File: src/hw/rtl/gbk_pkg.sv
`timescale 1ns / 1ps
// ----------------------------------------------------------------------------
// gbk_pkg
// Types, constants and helpers shared by the GBK text to glyph command block.
// ----------------------------------------------------------------------------
package gbk_pkg;

    localparam int unsigned GLYPH_BYTES   = 32;
    localparam int unsigned GLYPH_WIDTH   = 16;
    localparam int unsigned ASCII_WIDTH   = 8;
    localparam int unsigned RIGHT_LIMIT   = 131;
    localparam int unsigned CODES_PER_ROW = 94;

    localparam logic [7:0] GB_LOW     = 8'hA1;
    localparam logic [7:0] GB_HIGH    = 8'hFE;
    localparam logic [7:0] HIGH_FIRST = 8'h80;
    localparam logic [7:0] PRINT_LOW  = 8'h20;

    typedef enum logic [1:0] {
        KIND_ASCII = 2'd0,
        KIND_GLYPH = 2'd1,
        KIND_END   = 2'd2
    } t_kind;

    typedef struct packed {
        logic       first_byte;
        logic       last_byte;
        logic       draw_mode;
        logic [7:0] line_y;
        logic [7:0] start_x;
        logic [7:0] text_byte;
    } t_item;

    typedef struct packed {
        t_kind       cmd_kind;
        logic        run_end;
        logic        mode_out;
        logic [18:0] glyph_offset;
        logic [6:0]  char_code;
        logic [7:0]  pos_y;
        logic [7:0]  pos_x;
    } t_result;

    function automatic logic is_gb_byte(input logic [7:0] b);
        return (b >= GB_LOW) && (b <= GB_HIGH);
    endfunction

    function automatic logic fits(input logic [7:0] cur, input logic [8:0] width);
        logic [8:0] sum;
        sum = {1'b0, cur} + width;
        return sum <= 9'(RIGHT_LIMIT);
    endfunction

endpackage

File: src/hw/rtl/gbk_decode.sv
`timescale 1ns / 1ps
// ----------------------------------------------------------------------------
// gbk_decode
// Line state, byte pairing and command build; up to two results per item.
// ----------------------------------------------------------------------------
module gbk_decode (
    input  logic            i_clk,
    input  logic            i_rst_n,
    input  logic            i_accept,
    input  gbk_pkg::t_item   i_item,
    output gbk_pkg::t_result o_res0,
    output gbk_pkg::t_result o_res1,
    output logic [1:0]      o_count
);
    import gbk_pkg::*;

    localparam logic [8:0] GLYPH_W9 = 9'(GLYPH_WIDTH);
    localparam logic [8:0] ASCII_W9 = 9'(ASCII_WIDTH);

    logic [7:0] r_cursor, n_cursor;
    logic [7:0] r_row;
    logic       r_mode;
    logic [7:0] r_pending;
    logic       r_have_pending, n_have_pending;

    logic [7:0]  cur;
    logic [7:0]  row;
    logic        mode;
    logic        pend;
    logic        is_glyph;
    logic        is_ascii;
    logic        draw;
    logic [6:0]  hi_row;
    logic [6:0]  lo_col;
    logic [13:0] glyph_idx;
    logic [18:0] offs;
    t_result     draw_res;
    t_result     end_res;

    always_comb begin
        cur  = i_item.first_byte ? i_item.start_x   : r_cursor;
        row  = i_item.first_byte ? i_item.line_y    : r_row;
        mode = i_item.first_byte ? i_item.draw_mode : r_mode;
        pend = i_item.first_byte ? 1'b0             : r_have_pending;

        is_glyph = pend && is_gb_byte(r_pending) && is_gb_byte(i_item.text_byte)
                   && fits(cur, GLYPH_W9);
        is_ascii = !pend && (i_item.text_byte < HIGH_FIRST)
                   && (i_item.text_byte >= PRINT_LOW) && fits(cur, ASCII_W9);
        draw     = is_glyph || is_ascii;

        hi_row    = 7'(r_pending - GB_LOW);
        lo_col    = 7'(i_item.text_byte - GB_LOW);
        glyph_idx = 14'(hi_row) * 14'(CODES_PER_ROW) + 14'(lo_col);
        offs      = 19'(32'(glyph_idx) * GLYPH_BYTES);

        if (is_glyph) begin
            n_cursor = 8'(cur + 8'(GLYPH_WIDTH));
        end else if (is_ascii) begin
            n_cursor = 8'(cur + 8'(ASCII_WIDTH));
        end else begin
            n_cursor = cur;
        end
        n_have_pending = !pend && (i_item.text_byte >= HIGH_FIRST) && !i_item.last_byte;

        draw_res.cmd_kind     = is_glyph ? KIND_GLYPH : KIND_ASCII;
        draw_res.run_end      = !i_item.last_byte;
        draw_res.mode_out     = mode;
        draw_res.glyph_offset = is_glyph ? offs : 19'd0;
        draw_res.char_code    = is_glyph ? 7'd0 : i_item.text_byte[6:0];
        draw_res.pos_y        = row;
        draw_res.pos_x        = cur;

        end_res.cmd_kind     = KIND_END;
        end_res.run_end      = 1'b1;
        end_res.mode_out     = 1'b0;
        end_res.glyph_offset = 19'd0;
        end_res.char_code    = 7'd0;
        end_res.pos_y        = row;
        end_res.pos_x        = n_cursor;

        o_res0  = draw ? draw_res : end_res;
        o_res1  = end_res;
        o_count = 2'(draw) + 2'(i_item.last_byte);
    end

    always_ff @(posedge i_clk) begin
        if (!i_rst_n) begin
            r_cursor       <= '0;
            r_row          <= '0;
            r_mode         <= 1'b0;
            r_have_pending <= 1'b0;
        end else if (i_accept) begin
            r_cursor       <= n_cursor;
            r_row          <= row;
            r_mode         <= mode;
            r_have_pending <= n_have_pending;
        end
    end

    always_ff @(posedge i_clk) begin
        if (i_accept) begin
            r_pending <= i_item.text_byte;
        end
    end

`ifndef SYNTHESIS
    a_last_clears_pending: assert property (@(posedge i_clk) disable iff (!i_rst_n)
        i_accept && i_item.last_byte |=> !r_have_pending)
        else $error("pending byte kept past line end");

    a_two_results_order: assert property (@(posedge i_clk) disable iff (!i_rst_n)
        o_count == 2'd2 |-> o_res0.cmd_kind != KIND_END && o_res1.cmd_kind == KIND_END)
        else $error("two results not a draw followed by line end");

    a_cursor_in_line: assert property (@(posedge i_clk) disable iff (!i_rst_n)
        i_accept && draw |=> r_cursor <= 8'(RIGHT_LIMIT))
        else $error("cursor advanced past right limit");
`endif

endmodule

File: src/hw/rtl/gbk_res_fifo.sv
`timescale 1ns / 1ps
// ----------------------------------------------------------------------------
// gbk_res_fifo
// Result queue: takes up to two results a cycle, gives at most one a cycle when popped.
// ----------------------------------------------------------------------------
module gbk_res_fifo #(
    parameter int unsigned DEPTH = 4
) (
    input  logic             i_clk,
    input  logic             i_rst_n,
    input  logic [1:0]       i_push_n,
    input  gbk_pkg::t_result i_res0,
    input  gbk_pkg::t_result i_res1,
    input  logic             i_pop,
    output logic             o_valid,
    output logic             o_room2,
    output gbk_pkg::t_result o_res
);
    import gbk_pkg::*;

    localparam int unsigned PW = $clog2(DEPTH);
    localparam int unsigned CW = $clog2(DEPTH + 1);

    t_result         r_mem [DEPTH];
    logic [PW-1:0]   r_wr_ptr, n_wr_ptr;
    logic [PW-1:0]   r_rd_ptr, n_rd_ptr;
    logic [CW-1:0]   r_count, n_count;
    logic [PW-1:0]   wr_inc1;
    logic [PW-1:0]   wr_inc2;

    always_comb begin
        wr_inc1 = (r_wr_ptr == PW'(DEPTH - 1)) ? '0 : PW'(r_wr_ptr + 1'b1);
        wr_inc2 = (wr_inc1  == PW'(DEPTH - 1)) ? '0 : PW'(wr_inc1 + 1'b1);
        case (i_push_n)
            2'd1:    n_wr_ptr = wr_inc1;
            2'd2:    n_wr_ptr = wr_inc2;
            default: n_wr_ptr = r_wr_ptr;
        endcase
        if (i_pop) begin
            n_rd_ptr = (r_rd_ptr == PW'(DEPTH - 1)) ? '0 : PW'(r_rd_ptr + 1'b1);
        end else begin
            n_rd_ptr = r_rd_ptr;
        end
        n_count = CW'(r_count + CW'(i_push_n) - CW'(i_pop));
    end

    always_ff @(posedge i_clk) begin
        if (!i_rst_n) begin
            r_wr_ptr <= '0;
            r_rd_ptr <= '0;
            r_count  <= '0;
        end else begin
            r_wr_ptr <= n_wr_ptr;
            r_rd_ptr <= n_rd_ptr;
            r_count  <= n_count;
        end
    end

    always_ff @(posedge i_clk) begin
        if (i_push_n != 2'd0) begin
            r_mem[r_wr_ptr] <= i_res0;
        end
        if (i_push_n == 2'd2) begin
            r_mem[wr_inc1] <= i_res1;
        end
    end

    assign o_valid = (r_count != '0);
    assign o_room2 = (r_count <= CW'(DEPTH - 2));
    assign o_res   = r_mem[r_rd_ptr];

`ifndef SYNTHESIS
    a_no_overflow: assert property (@(posedge i_clk) disable iff (!i_rst_n)
        i_push_n != 2'd0 |-> ({1'b0, r_count} + (CW + 1)'(i_push_n)) <= (CW + 1)'(DEPTH))
        else $error("result queue overflow");

    a_no_underflow: assert property (@(posedge i_clk) disable iff (!i_rst_n)
        i_pop |-> r_count != '0)
        else $error("result queue pop while empty");

    a_push_shows: assert property (@(posedge i_clk) disable iff (!i_rst_n)
        r_count == '0 && i_push_n != 2'd0 |=> o_valid)
        else $error("pushed result not presented");

    a_count_bound: assert property (@(posedge i_clk) disable iff (!i_rst_n)
        r_count <= CW'(DEPTH))
        else $error("result count beyond depth");
`endif

endmodule

File: src/hw/rtl/gbk_text_to_glyph_commands.sv
`timescale 1ns / 1ps
// ----------------------------------------------------------------------------
// gbk_text_to_glyph_commands
// GBK text line bytes in, ASCII / glyph draw and line end commands out.
//
//  channel  dir  tdata                                   tuser     tlast
//  s_axis   in   text_byte, start_x, line_y, draw_mode   first     last_byte
//  m_axis   out  pos_x, pos_y, char_code, glyph_offset,  cmd_kind  run_end
//                mode_out
//
// One byte is accepted per cycle while the result queue has two free entries.
// Results enter the queue when the byte is accepted and leave one per cycle
// while m_axis_tready is high; a byte that ends a line after a draw gives
// two results, so the queue of OUT_DEPTH entries sets the stall point.
// Synchronous reset clears the cursor, pending byte and queue.
// ----------------------------------------------------------------------------
module gbk_text_to_glyph_commands #(
    parameter int unsigned OUT_DEPTH = 4
) (
    input  logic        i_clk,
    input  logic        i_rst_n,
    input  logic        s_axis_tvalid,
    output logic        s_axis_tready,
    input  logic [31:0] s_axis_tdata,   // text_byte, start_x, line_y, draw_mode, pad
    input  logic [0:0]  s_axis_tuser,   // first_byte
    input  logic        s_axis_tlast,
    output logic        m_axis_tvalid,
    input  logic        m_axis_tready,
    output logic [47:0] m_axis_tdata,   // pos_x, pos_y, char_code, glyph_offset, mode_out, pad
    output logic [1:0]  m_axis_tuser,   // cmd_kind
    output logic        m_axis_tlast
);
    import gbk_pkg::*;

    logic       accept;
    logic       room2;
    logic [1:0] res_count;
    logic [1:0] push_n;
    t_item      item;
    t_result    res0;
    t_result    res1;
    t_result    res_out;

    assign s_axis_tready = room2 && i_rst_n;
    assign accept        = s_axis_tvalid && s_axis_tready;
    assign push_n        = accept ? res_count : 2'd0;

    always_comb begin
        item.text_byte  = s_axis_tdata[7:0];
        item.start_x    = s_axis_tdata[15:8];
        item.line_y     = s_axis_tdata[23:16];
        item.draw_mode  = s_axis_tdata[24];
        item.first_byte = s_axis_tuser[0];
        item.last_byte  = s_axis_tlast;
    end

    gbk_decode u_decode (
        .i_clk   (i_clk),
        .i_rst_n (i_rst_n),
        .i_accept(accept),
        .i_item  (item),
        .o_res0  (res0),
        .o_res1  (res1),
        .o_count (res_count)
    );

    gbk_res_fifo #(
        .DEPTH(OUT_DEPTH)
    ) u_res_fifo (
        .i_clk   (i_clk),
        .i_rst_n (i_rst_n),
        .i_push_n(push_n),
        .i_res0  (res0),
        .i_res1  (res1),
        .i_pop   (m_axis_tvalid && m_axis_tready),
        .o_valid (m_axis_tvalid),
        .o_room2 (room2),
        .o_res   (res_out)
    );

    assign m_axis_tdata = {5'd0, res_out.mode_out, res_out.glyph_offset,
                           res_out.char_code, res_out.pos_y, res_out.pos_x};
    assign m_axis_tuser = res_out.cmd_kind;
    assign m_axis_tlast = res_out.run_end;

endmodule

File: config.mk
export PLATFORM = sky130hd
export DESIGN_NAME = gbk_text_to_glyph_commands
export DESIGN_NICKNAME = d
export VERILOG_FILES = /design/src/hw/rtl/gbk_pkg.sv /design/src/hw/rtl/gbk_decode.sv /design/src/hw/rtl/gbk_res_fifo.sv /design/src/hw/rtl/gbk_text_to_glyph_commands.sv
export SDC_FILE = /design/constraint.sdc
export NUM_CORES = 1
export LEC_CHECK = 0
export BUFFER_PORTS_ARGS = -buffer_cell sky130_fd_sc_hd__buf_2
export CAP_MARGIN = 30
export CORE_MARGIN = 2
export CORE_UTILIZATION = 40
export DETAILED_ROUTE_END_ITERATION = 10
export SYNTH_ARGS = -nofsm -noshare
export SYNTH_HDL_FRONTEND = slang
export SYNTH_HIERARCHICAL = 1
export SYNTH_SLANG_ARGS = --single-unit
export TNS_END_PERCENT = 30
File: constraint.sdc
create_clock -name i_clk -period 9.6 [get_ports i_clk]
set_input_delay 1.44 -clock i_clk [delete_from_list [all_inputs] [get_ports i_clk]]
set_output_delay 1.44 -clock i_clk [all_outputs]
set_load 0.05 [all_outputs]
=== Word-level counts from Yosys, hierarchy flattened ===
Memories as Yosys holds them, arrays and structs flattened. A register that Yosys moved wholly into a read port is not among the register bits.
Cells that the tools add are included.

* Bits in registers: 33
* Bits in writable memories: 184
* Output and inout port bits: 53
* Logic and storage cells: 78
* Memories kept: 1

{| class="wikitable"
|+ Memory list
! memory !! words !! width !! read ports !! clocked after memory_dff !! wr ports !! RTL line !! text
|-
| u_res_fifo.r_mem || 4 || 46 || 1 || 1 || 2 || gbk_res_fifo.sv:24 || <nowiki>t_result r_mem [DEPTH];</nowiki>
|}

* $add $sub $neg: 13
* Multiply operators: 1
* Order comparisons: 10
* Equality and inequality tests: 5
* Multiplexer cells: 21
* Reduce and logical (&&, ||, !) cells: 19

{| class="wikitable"
|+ Operators with widths
! kind !! count
|-
| two-way mux 46 bit || 1
|-
| two-way mux 8 bit || 4
|-
| greater-or-equal comparator 8 bit (second input constant) || 3
|-
| two-way mux 19 bit || 1
|-
| less-or-equal comparator 9 x 8 -> 1 bit (second input constant) || 2
|-
| less-or-equal comparator 8 bit (second input constant) || 2
|-
| adder 14 x 7 -> 14 bit || 1
|-
| subtractor 7 x 6 -> 7 bit (second input constant) || 2
|-
| logical AND 1 bit || 13
|-
| multiplier 7 x 6 -> 13 bit (second input constant) || 1
|-
| two-way mux 2 bit || 6
|-
| adder 8 x 4 -> 9 bit (second input constant) || 1
|-
| adder 8 x 5 -> 9 bit (second input constant) || 1
|-
| adder 8 x 4 -> 8 bit (second input constant) || 1
|-
| adder 8 x 5 -> 8 bit (second input constant) || 1
|-
| equality test 2 bit (second input constant) || 4
|-
| greater-or-equal comparator 8 x 6 -> 1 bit (second input constant) || 1
|-
| < comparator 8 bit (second input constant) || 1
|-
| two-way mux 1 bit || 7
|-
| two-way mux 7 bit || 1
|-
| adder 2 x 1 -> 2 bit (second input constant) || 3
|-
| one-hot mux 2 bit (2 select lines) || 1
|-
| nonzero test 2 bit || 2
|-
| adder 3 x 2 -> 3 bit || 1
|-
| other kinds (7) || 8
|}

=== Logic depth before layout (Yosys ltp) ===
Gate-level depths: netlist of run 1.

* Depth after elaboration: 11
* Gate-level depth with buffers: 21
* Mapped depth without buffers: 21

=== Hierarchy ===
Netlist of run 1, hierarchy kept.

{| class="wikitable"
|+ By module, submodules not included
! module !! times used !! cells an instance !! area an instance (um^2) !! sequential area each (um^2)
|-
| gbk_res_fifo || 1 || 506 || 9515.4 || 5705.5
|-
| gbk_decode || 1 || 459 || 3828.7 || 600.6
|-
| gbk_text_to_glyph_commands || 1 || 11 || 80.1 || 0.0
|}

=== Least setup slack after synthesis of run 1 ===
OpenSTA, ideal clock, no wires.

* Path kind: input port to flip-flop
* Start: input port s_axis_tuser
* End: memory u_res_fifo/r_mem[0][0] (netlist bit) (enable)
* Library setup time: 0.513 ns
* Arrival time: 7.238 ns
* Required time: 9.087 ns
* Setup slack: 1.849 ns
* Stages: 15
* Buffers on the path: 1
* Cell sequence: buf_6 -> mux2i_1 -> inv_1 -> ha_1 -> and4b_1 -> a41oi_1 -> and3_1 -> o311a_1 -> nand2_2 -> o21ai_4 -> ha_1 -> and4_1 -> inv_1 -> ha_1 -> o21ai_0

{| class="wikitable"
|+ RTL lines
! what !! RTL line !! text
|-
| start: declaration || gbk_text_to_glyph_commands.sv:25 || <nowiki>input logic [0:0] s_axis_tuser,</nowiki>
|-
| end: declaration || gbk_res_fifo.sv:24 ||
|}

==> flow_summary.toml, run 1 <==
[status]
status = "finished, final reports clean"

[drt]
vias_per_cell = 5.18
routed_wirelength_mm = 28.8
drt-initial-drc-count = 510
vias = 7779
dr.pass1.iters = 5
wire_per_inst_um = 19.2
drc = 0
ant_nets = 0

[timing]
slew_headroom = 0.393
fin_crit_ps = 7030
finClkSkew_ps = 18.6
min_period_over_period = 0.732
rsz0062_at_grt = "no"
fmax_mhz = 142
tns_ps = 0
hold_viol_final = 0
setup_violations = 0
tightest_slew_ps = 911
slew_viol_final = 0

[synthesis]
yosysTopAreaCell = "edfxtp_1"
synthCells = 976
synthTopCellsByArea = "edfxtp_1 (43%), mux2_2 (16%), ha_1 (5.3%)"
yosysWarnings = 6
synth_area_per_cell_sq_um = 13.8
synth_seq_cells = 219
synthArstFlopShare = 0
ys.flop_type = "edfxtp_1"
yosysUniqueCellTypes = 75
synth_area_sq_mm = 0.0134
seq_area_frac_synth = 0.470
synth_top_area_frac = 0.429
synth_edf_count = 192

[final_layout]
finish.utilization = 0.444
layout.nets = 1146
fillerInstances = 3007
area_growth_pct = 9.97
mostFrequentLayoutCells = "mux2_2 (195), edfxtp_1 (192), buf_2 (78)"
final_common_cell = "mux2_2"
layout-drive-gt1-share = 0.358
antennaDiodeCount = 0

[worst_setup_path]
worstPathArrival_ps = 7190
startpoint_type = "primary input"
critPathTopFamily = "buffers and inverters"
crit_type = "in2reg"
path_common_cell = "ha_1"
crit_slowest_cell = "buf_4"
path_buf_inv = 4
endpoint_kind = "register"
critical_path_required_ps = 9760
cp_max_fo = 47
path_cells = "buf_2 -> mux2i_1 -> inv_1 -> ha_1 -> and4b_1 -> a41oi_1 -> and3_1 -> o311a_1 -> nand2_2 -> o21ai_4 -> ha_1 -> and4_1 -> inv_1 -> ha_1 -> nand2_4 -> o21ai_4 -> buf_4"
slowest_delay_ps = 570

[clock_tree]
cts.repair.resized = 0
root_buffer = "clkbuf_16"
htree_levels = 1
cts_made_buffers = 26
clk_path_buf_depth = 3
post_cts_buffers = 0
ctsHoldBuffers = 0
clk-insertion-delay-late_ps = 530
cts_tree = "built"
clock-sinks = 219
clkTransAtPathRegs_ps = 60

[global_route]
grt_usage = 0.164
antenna_found_initial = 1
overflow = 0
grt_pass1_vias = 7720
grt_max_degree = 48
grt_pass1_wl_mm = 44.6

[pwr]
p_per_area_mw_per_mm2 = 243
swShare = 0.383
power.internal_mw = 2.21
comb_power_share = 0.429
seqPwrFrac = 0.319
power_switching_mw = 1.37
design_power_total_mw = 3.59
p_leak_nw = 5.79
peakVddDrop_uv = 133
clockPowerShare = 0.251

[placement]
port_buffers = 78
place.gp.congestion = 0.810
place_hpwl_mm = 18.1

[floorplan]
fp-row-count = 67
die_h_um = 187
initial_utilization = 0.403
io_pins = 91
coreArea_sq_mm = 0.0333
die_x_um = 187
dieArea_sq_mm = 0.0350

[min_path]
hp-class = "reg2reg"

[run]
drv_cap = 0
==> per-layer routing <==
metal,track usage,vias to the layer above,routed length (um)
li1,-,3702,-
met1,0.230,3854,13300
met2,0.266,177,13500
met3,0.0289,44,1520
met4,0.0372,2,532
met5,0,-,13
==> power by group through the flow <==
stage / logic [mW] / clock network [mW] / registers (mW)
final: 1.54 / 0.901 / 1.15
after global routing: 1.70 / 0.962 / 1.15
after CTS: 1.56 / 0.922 / 1.15
after detailed placement: 1.55 / 0 / 1.17
after global placement: 1.51 / 0 / 1.18
after floorplan: 1.30 / 0 / 1.14
==> state kept, by name, summed over array words and instances, names as in the netlist, named ones only <==
register,cells
u_decode/r_cursor,8
u_decode/r_have_pending,1
u_decode/r_mode,1
u_decode/r_pending,8
u_decode/r_row,8
u_res_fifo/r_count,3
u_res_fifo/r_mem,184
u_res_fifo/r_rd_ptr,2
u_res_fifo/r_wr_ptr,2
==> worst paths after layout <==
kind | to | slack, ps | cells past startpoint | from
worst max register to register | u_res_fifo/r_mem[0][41]$_DFFE_PP_ | 3280 | 18 | u_decode/r_pending[0]$_DFFE_PP_
worst min register to register | u_decode/r_mode$_SDFFE_PN0P_ | 470 | 2 | u_decode/r_mode$_SDFFE_PN0P_
worst min-delay path | u_decode/r_mode$_SDFFE_PN0P_ | 470 | 2 | u_decode/r_mode$_SDFFE_PN0P_
worst max-delay path | u_res_fifo/r_mem[1][27]$_DFFE_PP_ | 2570 | 17 | s_axis_tuser
==> cell families after synthesis <==
kind of cell / synth area share
buffers and inverters: 0.0720
DFF: 0.470
xor gates and xnor gates: 0.0196
other: 0.000839
and+or+nand+nor: 0.0600
adders and majority gates: 0.0755
muxes: 0.255
AOI/OAI and AO/OA: 0.0473
==> through the flow <==
stage	area (sq um)	instances	setup WS (ps)	hold WS, ps
after CTS	14800	1502	2500	467
after detailed placement	14000	1456	1990	459
final	14800	1502	2570	465
after global placement	13900	1454	2020	452
after floorplan	13600	1013	1850	443
after global routing	14800	1502	2200	493
==> tightest hold or removal path: cells and delay by family, from the launching register on <==
kind	cells	cell delay, ps
flip-flops	1	310
AND/OR/NAND/NOR	1	50
AO/OA/AOI/OAI	1	60
==> synthesized netlist by cell type, types with 9 or more instances <==
cell      number
a21oi_1       14
and3_1        10
o21ai_0       17
mux4_2        30
nor3_1        14
xnor2_1       17
dfxtp_1       27
mux2_2       195
nor3b_1       14
mux4_1        16
nand3_1        9
edfxtp_1     192
fa_1          15
buf_6         18
nor2_1        43
buf_4         55
inv_1         69
xor2_1        13
ha_1          57
buf_2          9
nand2_1       32
==> layout make-up <==
type                            count  area (sq um)  area share
Multi-Input combinational cell    631          6370       0.431
Clock buffer                       31           669      0.0453
Inverter                           73           274      0.0186
Tap cell                          448           561      0.0380
Clock inverter                     15           106     0.00720
Sequential cell                   219          6310       0.427
Timing Repair Buffer               85           475      0.0322
Power figures use the tool's default switching activity.
==> run 2: changes to the inputs <==
==> constraint.sdc (replaced) <==
create_clock -name i_clk -period 6.4 [get_ports i_clk]
set_input_delay 0.96 -clock i_clk [delete_from_list [all_inputs] [get_ports i_clk]]
set_output_delay 0.96 -clock i_clk [all_outputs]
set_load 0.05 [all_outputs]
==> run 2 against run 1 <==
Against the previous run:
- sequential cell count unchanged
- register-to-register slack worse by 2900 ps
- wire length shrank 0.69%
- clock power is 59% higher
- clock-buffer cell count is 2 higher
- combinational power is 50% higher
==> flow_summary.toml, run 2 (same netlist as run 1, synthesis figures left out) <==
[status]
status = "finished, final reports clean"

[worst_setup_path]
worstPathArrival_ps = 6240
critical_path_required_ps = 6660
endpoint_kind = "register"
path_cells = "inv_1 -> ha_1 -> or4b_2 -> nand2_1 -> xor2_1 -> fa_1 -> inv_1 -> fa_1 -> fa_1 -> inv_1 -> ha_1 -> a21o_1 -> a2111oi_1 -> a2111oi_2 -> a2111oi_2 -> a311o_1 -> o31ai_1 -> mux2_2"
slowest_delay_ps = 620
cp_max_fo = 5
startpoint_type = "register"
crit_slowest_cell = "or4b_2"
crit_type = "reg2reg"

[final_layout]
final_common_cell = "mux2_2"
mostFrequentLayoutCells = "mux2_2 (195), edfxtp_1 (192), buf_2 (78)"
stdcell_count = 1514
layout.nets = 1159
largest_reg_flops = 184
stdcell_area_sq_mm = 0.0150
top_register = "u_res_fifo/r_mem"
antennaDiodeCount = 0
area_growth_pct = 11.5
layout-drive-gt1-share = 0.371

[timing]
setup_violations = 0
fin_crit_ps = 5980
fmax_mhz = 167
slew_viol_final = 0
slew_headroom = 0.461
worst_slack_ps = 423
hold-worst-slack_ps = 472
min_period_over_period = 0.934
finClkSkew_ps = 13.6
hold_viol_final = 0
tightest_slew_ps = 808

[drt]
routed_wirelength_mm = 28.6
drt-initial-drc-count = 410
drc = 0
ant_nets = 0
wire_per_inst_um = 18.9
dr.pass1.iters = 5
vias = 7744
vias_per_cell = 5.11

[pwr]
p_per_area_mw_per_mm2 = 365
p_leak_nw = 5.85
design_power_total_mw = 5.47
peakVddDrop_uv = 236

[clock_tree]
post_cts_buffers = 0
cts_tree = "built"
htree_levels = 1
clkTransAtPathRegs_ps = 60
clk-insertion-delay-late_ps = 520
cts_made_buffers = 25
root_buffer = "clkbuf_16"
ctsHoldBuffers = 0
clock-sinks = 219
cts.repair.resized = 0
clk_path_buf_depth = 3

[global_route]
grt_pass1_vias = 7991
met1_usage = 0.235
grt_busiest_layer = "met2"
antenna_found_initial = 2
grt_pass1_wl_mm = 45.3
overflow = 0
grt_usage = 0.165
grtUsageMet2 = 0.262
use_met3 = 0.0298
grt_max_degree = 47

[floorplan]
die_h_um = 187
die_x_um = 187
dieArea_sq_mm = 0.0350
coreArea_sq_mm = 0.0333
initial_utilization = 0.403
io_pins = 91
fp-row-count = 67

[min_path]
hp-class = "reg2reg"

[placement]
pre_cts_slack_ps = 421
place_hpwl_mm = 19.0
place.gp.congestion = 0.787
place_inst = 1470
place_area_sq_mm = 0.0141
port_buffers = 78

[run]
drv_cap = 0
run 2: through the flow:
step	TNS [ps]	util
3_3_place_gp	0	0.424
6_report	0	0.450
4_1_cts	0	0.450
3_5_place_dp	0	0.425
2_1_floorplan	-159310	-
5_1_grt	-8.47	0.450
run 2: area by class of cell:
class	count	area, sq um
sequential	219	6310
timing repair buffer	99	656
clock buffer	33	676
inverter	73	274
tap	448	561
fill	3020	18300
multi-input combinational	631	6350
clock inverter	11	136
run 2: metal layers:
layer  part of all wire  vias to the layer above
li1                   -                     3720
met1               0.48                     3812
met2               0.46                      178
met3              0.053                       32
met4              0.017                        2
met5            0.00045                        -
run 2: final timing paths:
| check | depth (start not counted) | to | from | slack, ps |
|---|---|---|---|---|
| min reg2reg | 2 | u_decode/r_mode$_SDFFE_PN0P_ | u_decode/r_mode$_SDFFE_PN0P_ | 470 |
| min | 2 | u_decode/r_mode$_SDFFE_PN0P_ | u_decode/r_mode$_SDFFE_PN0P_ | 470 |
| max | 18 | u_res_fifo/r_mem[0][41]$_DFFE_PP_ | u_decode/r_pending[0]$_DFFE_PP_ | 420 |
| max reg2reg | 18 | u_res_fifo/r_mem[0][41]$_DFFE_PP_ | u_decode/r_pending[0]$_DFFE_PP_ | 420 |
run 2: power by group:
group | internal [mW] | switching, mW
sequential | 1.65 | 0.0803
clock | 0.861 | 0.564
combinational | 0.897 | 1.42
total | 3.41 | 2.06
run 2: worst max-delay path: cells and delay by family, from the launching register on:
family,cells,cell delay [ps]
muxes,1,290
DFF,1,450
xor gates and xnor gates,1,310
adders and majority gates,5,2000
AOI/OAI and AO/OA,6,1610
buffers and inverters,3,320
and+or+nand+nor,2,730
==> run 3: changes to the inputs <==
--- a/config.mk
+++ b/config.mk
@@ -9,6 +9,7 @@
 export CAP_MARGIN = 30
 export CORE_MARGIN = 2
 export CORE_UTILIZATION = 40
+export CTS_CLUSTER_DIAMETER = 150
 export DETAILED_ROUTE_END_ITERATION = 10
 export SYNTH_ARGS = -nofsm -noshare
 export SYNTH_HDL_FRONTEND = slang
==> constraint.sdc (replaced) <==
create_clock -name i_clk -period 7.2 [get_ports i_clk]
set_input_delay 1.08 -clock i_clk [delete_from_list [all_inputs] [get_ports i_clk]]
set_output_delay 1.08 -clock i_clk [all_outputs]
set_load 0.005 [all_outputs]
==> run 3 against run 2 <==
Against the previous run:
- utilization is 0.26 points lower
- register-to-register slack gained 560 ps
- critical endpoint is now u_res_fifo/r_mem[2][41]$_DFFE_PP_
- die area did not move
- highest routed layer is now met4
- sequential share of layout area rose by 0.23 points
- global-route usage increased by 0.069 points
- critical path depth is the same
- clock skew grew 0.66 ps
- combinational power fell by 24%
- fmax is 3.8% lower
- via count is essentially flat
- clock-buffer cell count unchanged
- largest power group unchanged
- largest cell class unchanged
==> flow_summary.toml, run 3 (same netlist as run 1, synthesis figures left out) <==
[timing]
setup_violations = 0
finClkSkew_ps = 14.3
rsz0062_at_grt = "no"
tns_ps = 0
hold_viol_final = 0
worst_slack_ps = 987
fmax_mhz = 161
slew_viol_final = 0
slew_headroom = 0.400
tightest_slew_ps = 897
fin_crit_ps = 6210
min_period_over_period = 0.863

[floorplan]
initial_utilization = 0.403
io_pins = 91
fp-row-count = 67
coreArea_sq_mm = 0.0333
die_x_um = 187
die_h_um = 187
dieArea_sq_mm = 0.0350

[global_route]
antenna_found_initial = 0
grt_usage = 0.165
overflow = 0
grt_max_degree = 47
grt_pass1_wl_mm = 45.4
grt_pass1_vias = 7948

[final_layout]
stdcell_count = 1508
antennaDiodeCount = 0
largest_reg_flops = 184
layout-drive-gt1-share = 0.363
mostFrequentLayoutCells = "mux2_2 (195), edfxtp_1 (192), buf_2 (78)"
fillerInstances = 3047
layout.nets = 1152
area_growth_pct = 10.9
stdcell_area_sq_mm = 0.0149
final_common_cell = "mux2_2"
top_register = "u_res_fifo/r_mem"

[placement]
port_buffers = 78
place_area_sq_mm = 0.0141
place_inst = 1463
place_hpwl_mm = 18.6
place.gp.congestion = 0.789
pre_cts_slack_ps = 923

[drt]
drt-initial-drc-count = 449
vias = 7741
vias_per_cell = 5.13
drc = 0
ant_nets = 0
routed_wirelength_mm = 29.0
dr.pass1.iters = 5
wire_per_inst_um = 19.2

[pwr]
seqPwrFrac = 0.340
p_leak_nw = 5.81
p_per_area_mw_per_mm2 = 300
comb_power_share = 0.391
design_power_total_mw = 4.47
power.internal_mw = 2.95
power_switching_mw = 1.52
clockPowerShare = 0.268
swShare = 0.339
peakVddDrop_uv = 200

[worst_setup_path]
path_buf_inv = 3
worstPathArrival_ps = 6470
endpoint_kind = "register"
crit_slowest_cell = "or4b_2"
critical_path_required_ps = 7460
crit_type = "reg2reg"
slowest_delay_ps = 620
cp_max_fo = 5
startpoint_type = "register"
critPathTopFamily = "adder cells"
path_cells = "inv_1 -> ha_1 -> or4b_2 -> nand2_1 -> xor2_1 -> fa_1 -> inv_1 -> fa_1 -> fa_1 -> inv_1 -> ha_1 -> a21o_1 -> a2111oi_0 -> a2111oi_2 -> a2111oi_2 -> a311o_1 -> o31ai_1 -> mux2_2"

[clock_tree]
clk-insertion-delay-late_ps = 520
root_buffer = "clkbuf_16"
cts_made_buffers = 25
ctsHoldBuffers = 0
clk_path_buf_depth = 3
cts.repair.resized = 0
clkTransAtPathRegs_ps = 60
post_cts_buffers = 0
cts_tree = "built"
clock-sinks = 219
htree_levels = 1

[min_path]
hp-class = "reg2reg"

[run]
drv_cap = 0

[status]
status = "finished, final reports clean"
-- run 3: area by class of cell --
type / count / area, sq um / area share
multi-input combinational: 631 / 6350 / 0.426
sequential: 219 / 6310 / 0.424
clock buffer: 33 / 676 / 0.0454
timing repair buffer: 92 / 628 / 0.0422
tap: 448 / 561 / 0.0377
inverter: 73 / 274 / 0.0184
clock inverter: 12 / 88.8 / 0.00597
-- run 3: final timing paths --
kind                              startpoint                           endpoint  slack [ps]  cells after the start
max          u_decode/r_pending[0]$_DFFE_PP_  u_res_fifo/r_mem[2][41]$_DFFE_PP_         990                     18
max reg2reg  u_decode/r_pending[0]$_DFFE_PP_  u_res_fifo/r_mem[2][41]$_DFFE_PP_         990                     18
min reg2reg     u_decode/r_mode$_SDFFE_PN0P_       u_decode/r_mode$_SDFFE_PN0P_         480                      2
min             u_decode/r_mode$_SDFFE_PN0P_       u_decode/r_mode$_SDFFE_PN0P_         480                      2
-- run 3: through the flow --
step	util	hold slack, ps
6_report	0.447	476
5_1_grt	0.447	500
4_1_cts	0.447	477
3_5_place_dp	0.424	469
3_3_place_gp	0.423	450
2_1_floorplan	-	443
-- run 3: power groups by stage --
stage               clock network [mW]  logic (mW)  registers, mW
floorplan                            0        1.42           1.52
global placement                     0        1.71           1.58
detailed placement                   0        1.76           1.55
CTS                               1.23        1.78           1.52
global route                      1.27        1.99           1.53
finish                            1.20        1.75           1.52
-- run 3: layer usage --
layer,vias up,global-route usage,routed length (um)
met1,3864,0.240,13700
met4,0,0.0314,382
li1,3710,-,-
met3,25,0.0220,1190
met2,142,0.268,13700
met5,-,0,0
-- run 3: tightest hold or removal path, delay by kind of cell, from the launching register on --
family	cells	cell delay [ps]
AOI/OAI and AO/OA	1	70
and+or+nand+nor	1	50
DFF	1	310
